File: src/rtl/core/sum_difference_prime_check_defines.svh
// ---------------------------------------------------------------------------
// Assertion macros for the sum/difference prime checker
// Shared concurrent assertion forms, clocked on i_clk and gated by reset.
// ---------------------------------------------------------------------------
`ifndef SUM_DIFFERENCE_PRIME_CHECK_DEFINES_SVH
`define SUM_DIFFERENCE_PRIME_CHECK_DEFINES_SVH

// The consequent must hold in the same cycle as the antecedent.
`define SDPC_ASSERT_IMP(label, ante, cons, msg) \
    label: assert property (@(posedge i_clk) disable iff (!i_rst_n) (ante) |-> (cons)) \
        else $error(msg);

// The consequent must hold in the cycle after the antecedent.
`define SDPC_ASSERT_NXT(label, ante, cons, msg) \
    label: assert property (@(posedge i_clk) disable iff (!i_rst_n) (ante) |=> (cons)) \
        else $error(msg);

`endif

File: src/rtl/core/sdpc_pkg.sv
// ---------------------------------------------------------------------------
// Sum/difference prime checker package
// Field widths, beat types, prime memory entry type and the elaboration-time
// functions that build the table of primes and their reciprocals.
// ---------------------------------------------------------------------------
package sdpc_pkg;

    localparam int VAL_W         = 14;
    localparam int IDX_W         = 14;
    localparam int SUM_W         = VAL_W + 1;
    localparam int PRIME_W       = 8;
    localparam int SQUARE_W      = 2 * PRIME_W;
    localparam int RECIP_SHIFT   = SUM_W + 9;
    localparam int RECIP_W       = RECIP_SHIFT;
    localparam int PRIME_TAB_N   = 64;
    localparam int TAB_AW        = $clog2(PRIME_TAB_N);
    localparam int PRIME_LIMIT_DEF = 150;

    typedef struct packed {
        logic [VAL_W-1:0] a_value;
        logic [VAL_W-1:0] b_value;
        logic [IDX_W-1:0] item_index;
    } t_in_item;

    typedef struct packed {
        logic [IDX_W-1:0] found_index;
        logic             is_difference;
    } t_out_item;

    typedef struct packed {
        logic [PRIME_W-1:0]  prime;
        logic [SQUARE_W-1:0] square;
        logic [RECIP_W-1:0]  recip;
    } t_entry;

    typedef t_entry [PRIME_TAB_N-1:0] t_entry_tab;

    // One table probe on its way into the divisibility check.
    typedef struct packed {
        logic   valid;
        logic   exhausted;
        t_entry entry;
    } t_probe;

    typedef struct packed {
        logic decided;
        logic prime;
    } t_verdict;

    function automatic int count_primes(int limit);
        logic [255:0] comp;
        int cnt;
        comp = '0;
        cnt  = 0;
        for (int i = 2; i < limit; i++) begin
            if (!comp[i]) begin
                cnt++;
                for (int j = i * i; j < limit; j += i) begin
                    comp[j] = 1'b1;
                end
            end
        end
        return cnt;
    endfunction

    // floor(2**RECIP_SHIFT / p) by restoring long division.
    function automatic logic [RECIP_W-1:0] recip_of(int p);
        logic [RECIP_SHIFT:0] num;
        logic [RECIP_SHIFT:0] quot;
        logic [PRIME_W:0]     rem;
        num  = '0;
        num[RECIP_SHIFT] = 1'b1;
        quot = '0;
        rem  = '0;
        for (int b = RECIP_SHIFT; b >= 0; b--) begin
            rem = {rem[PRIME_W-1:0], num[b]};
            if (rem >= (PRIME_W + 1)'(p)) begin
                rem     = rem - (PRIME_W + 1)'(p);
                quot[b] = 1'b1;
            end
        end
        return quot[RECIP_W-1:0];
    endfunction

    function automatic t_entry_tab entry_table(int limit);
        t_entry_tab tab;
        logic [255:0] comp;
        int cnt;
        tab  = '0;
        comp = '0;
        cnt  = 0;
        for (int i = 2; i < limit; i++) begin
            if (!comp[i]) begin
                tab[cnt].prime  = PRIME_W'(i);
                tab[cnt].square = SQUARE_W'(i * i);
                tab[cnt].recip  = recip_of(i);
                cnt++;
                for (int j = i * i; j < limit; j += i) begin
                    comp[j] = 1'b1;
                end
            end
        end
        return tab;
    endfunction

endpackage

File: src/rtl/core/sdpc_divcheck.sv
// ---------------------------------------------------------------------------
// Divisibility check
// Takes one prime table entry a cycle and decides whether trial division
// stops there: the value is prime once the prime's square exceeds it or the
// table runs out, and composite once the prime divides it.
// ---------------------------------------------------------------------------
module sdpc_divcheck
    import sdpc_pkg::*;
(
    input  logic             i_clk,
    input  logic             i_rst_n,
    input  t_probe           i_probe,
    input  logic [SUM_W-1:0] i_value,
    input  logic             i_flush,
    output t_verdict         o_verdict
);

    localparam int PROD_W = SUM_W + RECIP_W;
    localparam int QP_W   = SUM_W + PRIME_W;

    logic                r_valid;
    logic                r_exh;
    logic                r_sqgt;
    logic [PRIME_W-1:0]  r_prime;
    logic [PROD_W-1:0]   r_prod;

    logic [PROD_W-1:0]   w_prod;
    logic [SUM_W-1:0]    w_quot;
    logic [QP_W-1:0]     w_qp;
    logic [QP_W-1:0]     w_rem;
    logic                w_divides;

    assign w_prod = PROD_W'(i_value) * PROD_W'(i_probe.entry.recip);

    always_ff @(posedge i_clk) begin
        if (!i_rst_n) begin
            r_valid <= 1'b0;
        end else begin
            r_valid <= i_probe.valid && !i_flush;
        end
        r_exh   <= i_probe.exhausted;
        r_sqgt  <= i_probe.entry.square > SQUARE_W'(i_value);
        r_prime <= i_probe.entry.prime;
        r_prod  <= w_prod;
    end

    // The reciprocal estimate is at most one below the true quotient, so the
    // remainder lands in [0, 2p) and divisibility shows as 0 or p.
    assign w_quot    = r_prod[PROD_W-1:RECIP_SHIFT];
    assign w_qp      = QP_W'(w_quot) * QP_W'(r_prime);
    assign w_rem     = QP_W'(i_value) - w_qp;
    assign w_divides = (w_rem == '0) || (w_rem == QP_W'(r_prime));

    assign o_verdict.decided = r_valid && (r_exh || r_sqgt || w_divides);
    assign o_verdict.prime   = r_exh || r_sqgt;

endmodule

File: src/rtl/core/sum_difference_prime_check.sv
// ---------------------------------------------------------------------------
// Sum/difference prime checker
// Tests a-b (when a exceeds b), then a+b, for primality by trial division over a memory of the
// primes below PRIME_LIMIT and reports the tag of the first prime found.
// ---------------------------------------------------------------------------
// Busy stays high while an item is tested and drops with the result strobe,
// or without one when neither value proves prime, so one item is in work at
// a time. Each test reads one prime memory entry per cycle into the
// reciprocal check of sdpc_divcheck, whose product is registered before the
// remainder is formed. Results cannot be stalled.
// After reset the prime memory is filled with busy high.
// ---------------------------------------------------------------------------
module sum_difference_prime_check
    import sdpc_pkg::*;
#(
    parameter int PRIME_LIMIT = PRIME_LIMIT_DEF
) (
    input  logic      i_clk,
    input  logic      i_rst_n,
    input  logic      start,
    input  t_in_item  i_item,
    output logic      busy,
    output logic      o_result_valid,
    output t_out_item o_result
);

    `include "sum_difference_prime_check_defines.svh"

    localparam int PRIME_COUNT = count_primes(PRIME_LIMIT);
    localparam int AW = (PRIME_COUNT > 1) ? $clog2(PRIME_COUNT) : 1;
    localparam int KW = $clog2(PRIME_COUNT + 1);
    localparam t_entry_tab ENTRY_TAB = entry_table(PRIME_LIMIT);
    localparam logic [KW-1:0] LAST_K    = KW'(PRIME_COUNT);
    localparam logic [AW-1:0] FILL_LAST = AW'(PRIME_COUNT - 1);

    localparam logic [1:0] ST_FILL = 2'd0;
    localparam logic [1:0] ST_IDLE = 2'd1;
    localparam logic [1:0] ST_TEST = 2'd2;

    localparam logic PH_DIFF = 1'b1;
    localparam logic PH_SUM  = 1'b0;

    t_entry r_mem [PRIME_COUNT];
    t_entry r_rd;

    logic [1:0]       r_state, n_state;
    logic [AW-1:0]    r_fill, n_fill;
    logic [KW-1:0]    r_k, n_k;
    logic             r_issue_on, n_issue_on;
    logic             r_phase, n_phase;
    logic [SUM_W-1:0] r_value, n_value;
    logic [SUM_W-1:0] r_sum, n_sum;
    logic [IDX_W-1:0] r_tag, n_tag;
    logic             r_s1_valid, n_s1_valid;
    logic             r_s1_exh, n_s1_exh;
    logic             r_out_valid, n_out_valid;
    t_out_item        r_out, n_out;

    logic [SUM_W-1:0] w_diff;
    logic [SUM_W-1:0] w_sum;
    logic             w_diff_ok;
    logic             w_issue;
    logic [AW-1:0]    w_addr;
    t_probe           w_probe;
    t_verdict         w_verdict;

    assign w_diff    = {1'b0, i_item.a_value} - {1'b0, i_item.b_value};
    assign w_sum     = {1'b0, i_item.a_value} + {1'b0, i_item.b_value};
    assign w_diff_ok = (i_item.a_value > i_item.b_value) && (w_diff > SUM_W'(1));
    assign w_issue   = (r_state == ST_TEST) && r_issue_on && !w_verdict.decided;
    // The probe past the last prime only marks the table as exhausted.
    assign w_addr    = (r_k >= LAST_K) ? '0 : r_k[AW-1:0];

    always_comb begin
        n_state     = r_state;
        n_fill      = r_fill;
        n_k         = r_k;
        n_issue_on  = r_issue_on;
        n_phase     = r_phase;
        n_value     = r_value;
        n_sum       = r_sum;
        n_tag       = r_tag;
        n_out_valid = 1'b0;
        n_out       = r_out;
        n_s1_valid  = w_issue;
        n_s1_exh    = (r_k == LAST_K);
        case (r_state)
            ST_FILL: begin
                n_fill = r_fill + AW'(1);
                if (r_fill == FILL_LAST) begin
                    n_state = ST_IDLE;
                end
            end
            ST_IDLE: begin
                n_k        = '0;
                n_issue_on = 1'b1;
                if (start) begin
                    n_tag = i_item.item_index;
                    n_sum = w_sum;
                    if (w_diff_ok) begin
                        n_phase = PH_DIFF;
                        n_value = w_diff;
                        n_state = ST_TEST;
                    end else if (w_sum >= SUM_W'(2)) begin
                        n_phase = PH_SUM;
                        n_value = w_sum;
                        n_state = ST_TEST;
                    end
                end
            end
            ST_TEST: begin
                if (w_issue) begin
                    n_k = r_k + KW'(1);
                    if (r_k == LAST_K) begin
                        n_issue_on = 1'b0;
                    end
                end
                if (w_verdict.decided) begin
                    n_k        = '0;
                    n_issue_on = 1'b1;
                    if (w_verdict.prime) begin
                        n_out_valid         = 1'b1;
                        n_out.found_index   = r_tag;
                        n_out.is_difference = (r_phase == PH_DIFF);
                        n_state             = ST_IDLE;
                    end else if ((r_phase == PH_DIFF) && (r_sum >= SUM_W'(2))) begin
                        n_phase = PH_SUM;
                        n_value = r_sum;
                    end else begin
                        n_state = ST_IDLE;
                    end
                end
            end
            default: begin
                n_state = ST_IDLE;
            end
        endcase
    end

    always_ff @(posedge i_clk) begin
        if (!i_rst_n) begin
            r_state     <= ST_FILL;
            r_fill      <= '0;
            r_k         <= '0;
            r_issue_on  <= 1'b0;
            r_s1_valid  <= 1'b0;
            r_out_valid <= 1'b0;
        end else begin
            r_state     <= n_state;
            r_fill      <= n_fill;
            r_k         <= n_k;
            r_issue_on  <= n_issue_on;
            r_s1_valid  <= n_s1_valid && !w_verdict.decided;
            r_out_valid <= n_out_valid;
        end
        r_phase  <= n_phase;
        r_value  <= n_value;
        r_sum    <= n_sum;
        r_tag    <= n_tag;
        r_s1_exh <= n_s1_exh;
        r_out    <= n_out;
    end

    // Prime memory: filled once after reset, then read one entry a cycle.
    always_ff @(posedge i_clk) begin
        if (r_state == ST_FILL) begin
            r_mem[r_fill] <= ENTRY_TAB[TAB_AW'(r_fill)];
        end
        r_rd <= r_mem[w_addr];
    end

    assign w_probe.valid     = r_s1_valid;
    assign w_probe.exhausted = r_s1_exh;
    assign w_probe.entry     = r_rd;

    sdpc_divcheck u_divcheck (
        .i_clk     (i_clk),
        .i_rst_n   (i_rst_n),
        .i_probe   (w_probe),
        .i_value   (r_value),
        .i_flush   (w_verdict.decided),
        .o_verdict (w_verdict)
    );

    assign busy           = (r_state != ST_IDLE);
    assign o_result_valid = r_out_valid;
    assign o_result       = r_out;

    `SDPC_ASSERT_NXT(a_no_result_after_accept, start && !busy, !o_result_valid,
        "result beat straight after an accepted item")
    `SDPC_ASSERT_NXT(a_single_strobe, o_result_valid, !o_result_valid,
        "result beats on consecutive cycles")
    `SDPC_ASSERT_IMP(a_verdict_in_test, w_verdict.decided, r_state == ST_TEST,
        "trial division verdict outside the test state")
    `SDPC_ASSERT_IMP(a_no_result_in_fill, r_state == ST_FILL, !o_result_valid,
        "result beat while the prime memory is being filled")

endmodule
File: config.mk
export PLATFORM = sky130hd
export DESIGN_NAME = sum_difference_prime_check
export DESIGN_NICKNAME = d
export VERILOG_FILES = /design/src/rtl/core/sdpc_pkg.sv /design/src/rtl/core/sdpc_divcheck.sv /design/src/rtl/core/sum_difference_prime_check.sv
export VERILOG_INCLUDE_DIRS = /design/src /design/src/rtl/core
export SDC_FILE = /design/constraint.sdc
export NUM_CORES = 2
export LEC_CHECK = 0
export BUFFER_PORTS_ARGS = -buffer_cell sky130_fd_sc_hd__buf_2
export CORE_MARGIN = 4
export CORE_UTILIZATION = 40
export CTS_CLUSTER_SIZE = 24
export DETAILED_ROUTE_END_ITERATION = 10
export HOLD_SLACK_MARGIN = 0.1
export PLACE_DENSITY = 0.56
export SETUP_SLACK_MARGIN = 0.1
export SLEW_MARGIN = 25
export SYNTH_ARGS = -nofsm -noshare
export SYNTH_HDL_FRONTEND = slang
export SYNTH_HIERARCHICAL = 1
export SYNTH_SLANG_ARGS = --single-unit
File: constraint.sdc
create_clock -name i_clk -period 11.17 [get_ports i_clk]
set_input_delay 2.7925 -clock i_clk [delete_from_list [all_inputs] [get_ports i_clk]]
set_output_delay 2.7925 -clock i_clk [all_outputs]
set_load 0.01 [all_outputs]
-- After elaboration in Yosys (flattened, before gate mapping)
Memory sizes are Yosys's and may differ from the RTL's. A register that Yosys moved wholly into a read port is not among the register bits.
Index checks and enable logic that the tools add are counted.
W data, S select, Z words.
- $add $sub $neg: 5
- multipliers: 2
- $lt $le $gt $ge: 7
- equality and inequality tests: 15
- muxes and demuxes: 36
- reductions and logical operators: 21
- operators by type and width (operator ; count):
    $mux W15 ; 6
    $mux W48 ; 1
    $mul A15 B24 Y39 ; 1
    $ge A15 B2 Y1 const B ; 2
    $mux W6 ; 5
    $pmux W15 S2 ; 1
    $eq A23 B8 Y1 ; 1
    $logic_not A23 Y1 ; 1
    $mul A15 B8 Y23 ; 1
    $sub A15 B23 Y23 ; 1
    $gt A16 B15 Y1 ; 1
    $add A14 B14 Y15 ; 1
    $gt A15 B1 Y1 const B ; 1
    $sub A14 B14 Y15 ; 1
    $gt A14 B14 Y1 ; 1
    $mux W2 ; 7
    $add A6 B1 Y6 const B ; 2
    $eq A6 B6 Y1 const B ; 2
    $mux W1 ; 12
    $pmux W6 S2 ; 1
    $ne A3 B2 Y1 const B ; 3
    $reduce_and A3 Y1 ; 3
    $logic_and A1 B1 Y1 ; 7
    $lt A6 B7 Y1 const B ; 1
    15 further kinds ; 23
- flip-flop bits (word level): 128
- bits in writable memories: 1680
- bits in read-only memories: 3072
- input bits: 45
- memories: 2
- memory list (memory ; words ; bits a word ; rd ports ; clocked after memory_dff ; write ports ; line ; text):
    (no name shown) ; 64 ; 48 ; 1 ; 1 ; 0 ; sum_difference_prime_check.sv:167 ; r_mem[r_fill] <= ENTRY_TAB[TAB_AW'(r_fill)];
    r_mem ; 35 ; 48 ; 1 ; 1 ; 1 ; sum_difference_prime_check.sv:43 ; t_entry r_mem [PRIME_COUNT];

-- Logic depth before layout (Yosys ltp)
- depth after elaboration: 11
- depth in mapped cells: 27
- gate-level depth less buffers: 24

-- Cells and area by module
Netlist, hierarchy kept.
- by module, submodules not included (module ; times used ; cells an instance ; area each (um^2)):
    sum_difference_prime_check ; 1 ; 3877 ; 65539.1
    sdpc_divcheck ; 1 ; 1879 ; 16792.4

-- Worst setup path after synthesis
OpenSTA, ideal clock, no wires.
- kind: register -> register
- from: register u_divcheck.r_prime[7]
- to: register r_phase (enable)
- data arrival time: 6.497 ns
- required time: 10.773 ns
- setup slack: 4.276 ns
- cell stages (with the launch flop): 23
- buffers on the path: 3
- period minus slack after synthesis: 6.894 ns
- cells stage by stage: dfxtp_1 > clkbuf_1 > clkbuf_1 > and2_1 > fa_1 > fa_1 > fa_1 > fa_1 > inv_1 > ha_1 > buf_6 > a21o_1 > a21o_1 > a21oi_2 > o31ai_2 > o41a_1 > xnor2_1 > nand4_1 > or4_1 > o2bb2ai_1 > nand2_1 > nor2_1 > a2bb2oi_1
- RTL lines (item ; line ; text):
    start, declared ; sdpc_divcheck.sv:24 ; logic [PRIME_W-1:0] r_prime;
    start signal, assigned ; sdpc_divcheck.sv:43 ; r_prime <= i_probe.entry.prime;
    end signal, assigned ; sum_difference_prime_check.sv:156 ; r_phase <= n_phase;
    end, declared ; sum_difference_prime_check.sv:50 ; logic r_phase, n_phase;

==> out/metrics.yaml <==
switching_share: 0.413
via_count: 49168
vdd.ir_drop.worst_v: 0.000800
power_density_mw_per_mm2: 310
slew-limit-headroom: 0.226
ctsHoldBuffers: 0
layout-drive-gt1-share: 0.120
async_reset_ff_frac: 0
pin_count: 62
area_growth_pct: 11.3
wl_met1_um: 95100
portBuffers: 61
dieArea_mm2: 0.213
p_sw_mw: 11.7
cts_tree: "yes"
initial_core_util: 0.402
cts_inserted_buffers: 174
pwr-share-clk: 0.202
p_int_mw: 16.7
post-cts-setup-buffers: 0
ys_seq_area_frac: 0.602
required_ns: 11.93
grt_pass1_vias: 50030
drtPass1Iterations: 6
die_x_um: 462
crit_arrival_ns: 8.39
clock_latency_ns: 0.82
synth.avg_cell_area_um2: 14.3
rsz0062_at_grt: "no"
yosysUniqueCellTypes: 98
routed.top_layer: "met5"
htree_levels: 4
synth_edf_count: 1565
critPathKind: "reg2reg"
hold_viol_final: 0
seq_power_share: 0.268
ys_warn_count: 6
comb_power_share: 0.530
overflow: 0
synth_flop_cell: "edfxtp_1"
setup_viol: 0
cp-start-kind: "register"
cp-end-kind: "register"
avgRoutedWirePerCell_um: 26.4
clock_sinks: 1695
cts_root_buffer: "clkbuf_16"
grt_pass1_wl_um: 335000
mostFrequentLayoutCells: "edfxtp_1, inv_1, nand2_1, fa_1, a21oi_1"
ys_ff_latch: 1695
first_iter_violations: 4564
grtUsageTotal: 0.212
cts_resized: 0
drc: 0
postRouteAntennaNets: 0
final_nets: 6372
vias_per_cell: 5.74
rows: 166
crit_fanout: 19
finalClockSkew_ns: 0.0541
p_leak_nw: 32.6
fin_crit_ns: 7.63
status: "completed"
tightestPinTransition_ns: 1.16
clk_pin_slew_ns: 0.06
hp-class: "reg2reg"
setup_tns_ns: 0
gp_congestion: 0.903
dr_wl_met3_um: 13700
dp_hpwl_um: 132000
hold-worst-slack_ns: 0.326
finalPower_mw: 28.5
cts.path.max_buffers: 3
cap_violations: 0
final_common_cell: "edfxtp_1"
wirelength_um: 226000
period_share: 0.683
antenna_found_initial: 14
wl_met2_um: 112000
grt_max_degree: 149
fp.dieH_um: 462
core-area_mm2: 0.205
fmax_mhz: 131
netlist_instances: 5756
slew_violations: 0
syn_area_mm2: 0.0823
## kinds of logic (layout without fill, tap and decap cells)
group | Yosys count | after routing | share of synthesized area
AO/OA/AOI/OAI | 1164 | 1164 | 0.0975
XOR/XNOR | 56 | 56 | 0.00596
adder cells (fa/ha/maj) | 591 | 591 | 0.124
buffers and inverters | 864 | 988 | 0.0403
flip-flops | 1695 | 1695 | 0.602
multiplexers | 316 | 316 | 0.0649
other | 1 | 6 | 0.0000455
AND/OR/NAND/NOR | 1069 | 1069 | 0.0644
## synthesized netlist by cell type (130+ instances only)
| cell type | instances | area share |
|---|---|---|
| mux2i_1 | 142 | 0.017 |
| dfxtp_1 | 130 | 0.032 |
| o221ai_1 | 267 | 0.028 |
| inv_1 | 501 | 0.023 |
| ha_1 | 211 | 0.032 |
| nand2_1 | 386 | 0.018 |
| a21oi_1 | 307 | 0.019 |
| o21ai_0 | 150 | 0.0091 |
| nor2_1 | 161 | 0.0073 |
| fa_1 | 380 | 0.092 |
| clkbuf_1 | 296 | 0.013 |
| mux4_2 | 174 | 0.048 |
| edfxtp_1 | 1565 | 0.57 |
| and2_1 | 300 | 0.023 |
## power by group through the flow
stage | registers [mW] | clock network, mW | logic (mW)
floorplan | 7.54 | 0 | 11.6
global placement | 7.76 | 0 | 15.0
detailed placement | 7.77 | 0 | 15.0
CTS | 7.64 | 5.84 | 15.2
global route | 7.67 | 6.11 | 17.0
finish | 7.63 | 5.75 | 15.1
## metal layers
layer / GRT usage / vias up
met3: 0.0378 / 329
met4: 0.0553 / 4
met1: 0.283 / 25764
met2: 0.357 / 1609
met5: 0 / -
li1: - / 21462
## path summary, 6_finish.rpt
path,startpoint,end,slack (ns),cells after the start
hold reg to reg,r_rd[41],u_divcheck/r_prime[1],0.33,0
setup reg to reg,u_divcheck/r_prime[7],r_k[5],3.54,23
setup / recovery,u_divcheck/r_prime[7],r_k[5],3.54,23
hold / removal,r_rd[41],u_divcheck/r_prime[1],0.33,0
## layout make-up
cell class	count	area, um^2
clock buffers	252	4880
well taps	2688	3360
diodes	3	7.51
inverters	504	1900
clock inverters	70	800
fillers	18084	113000
repair buffers	162	1270
flip-flops and latches	1695	49700
multi-input cells	3199	29800
## metrics by stage
stage / worst slack, ns / util / std cells / instance area (um^2)
after floorplan: 4.28 / - / 5758 / 82300
after global placement: 3.57 / 0.419 / 8241 / 85700
after detailed placement: 3.55 / 0.420 / 8247 / 85900
after CTS: 3.49 / 0.447 / 8569 / 91500
after global routing: 3.11 / 0.448 / 8571 / 91600
final: 3.54 / 0.448 / 8573 / 91600
## flip-flops by register name (all words and copies together), names as in the netlist, 2 cells and up, named ones only
name	cells
r_rd	43
u_divcheck/r_prime	8
r_sum	15
r_fill	6
r_tag	14
r_state	2
r_k	6
r_mem	1505
o_result	15
u_divcheck/r_prod	15
r_value	15
## worst max-delay path, stage by stage, from the launching register on
cell and delay (ns):
dfxtp_1 0.79, and2_1 0.26, fa_1 0.42, fa_1 0.53
fa_1 0.51, fa_1 0.51, inv_1 0.04, ha_1 0.43
a21o_1 0.23, a21oi_1 0.18, o21ai_1 0.11, a2111o_1 0.41
a211oi_1 0.30, o2111a_1 0.25, nand4_1 0.10, or4_1 0.48
o2bb2ai_1 0.55, buf_4 0.28, nor2_1 0.06, o21ai_0 0.43
and4_1 0.31, nand3_1 0.10, xor2_1 0.16, nor2_1 0.10
Power figures use the tool's default switching activity.
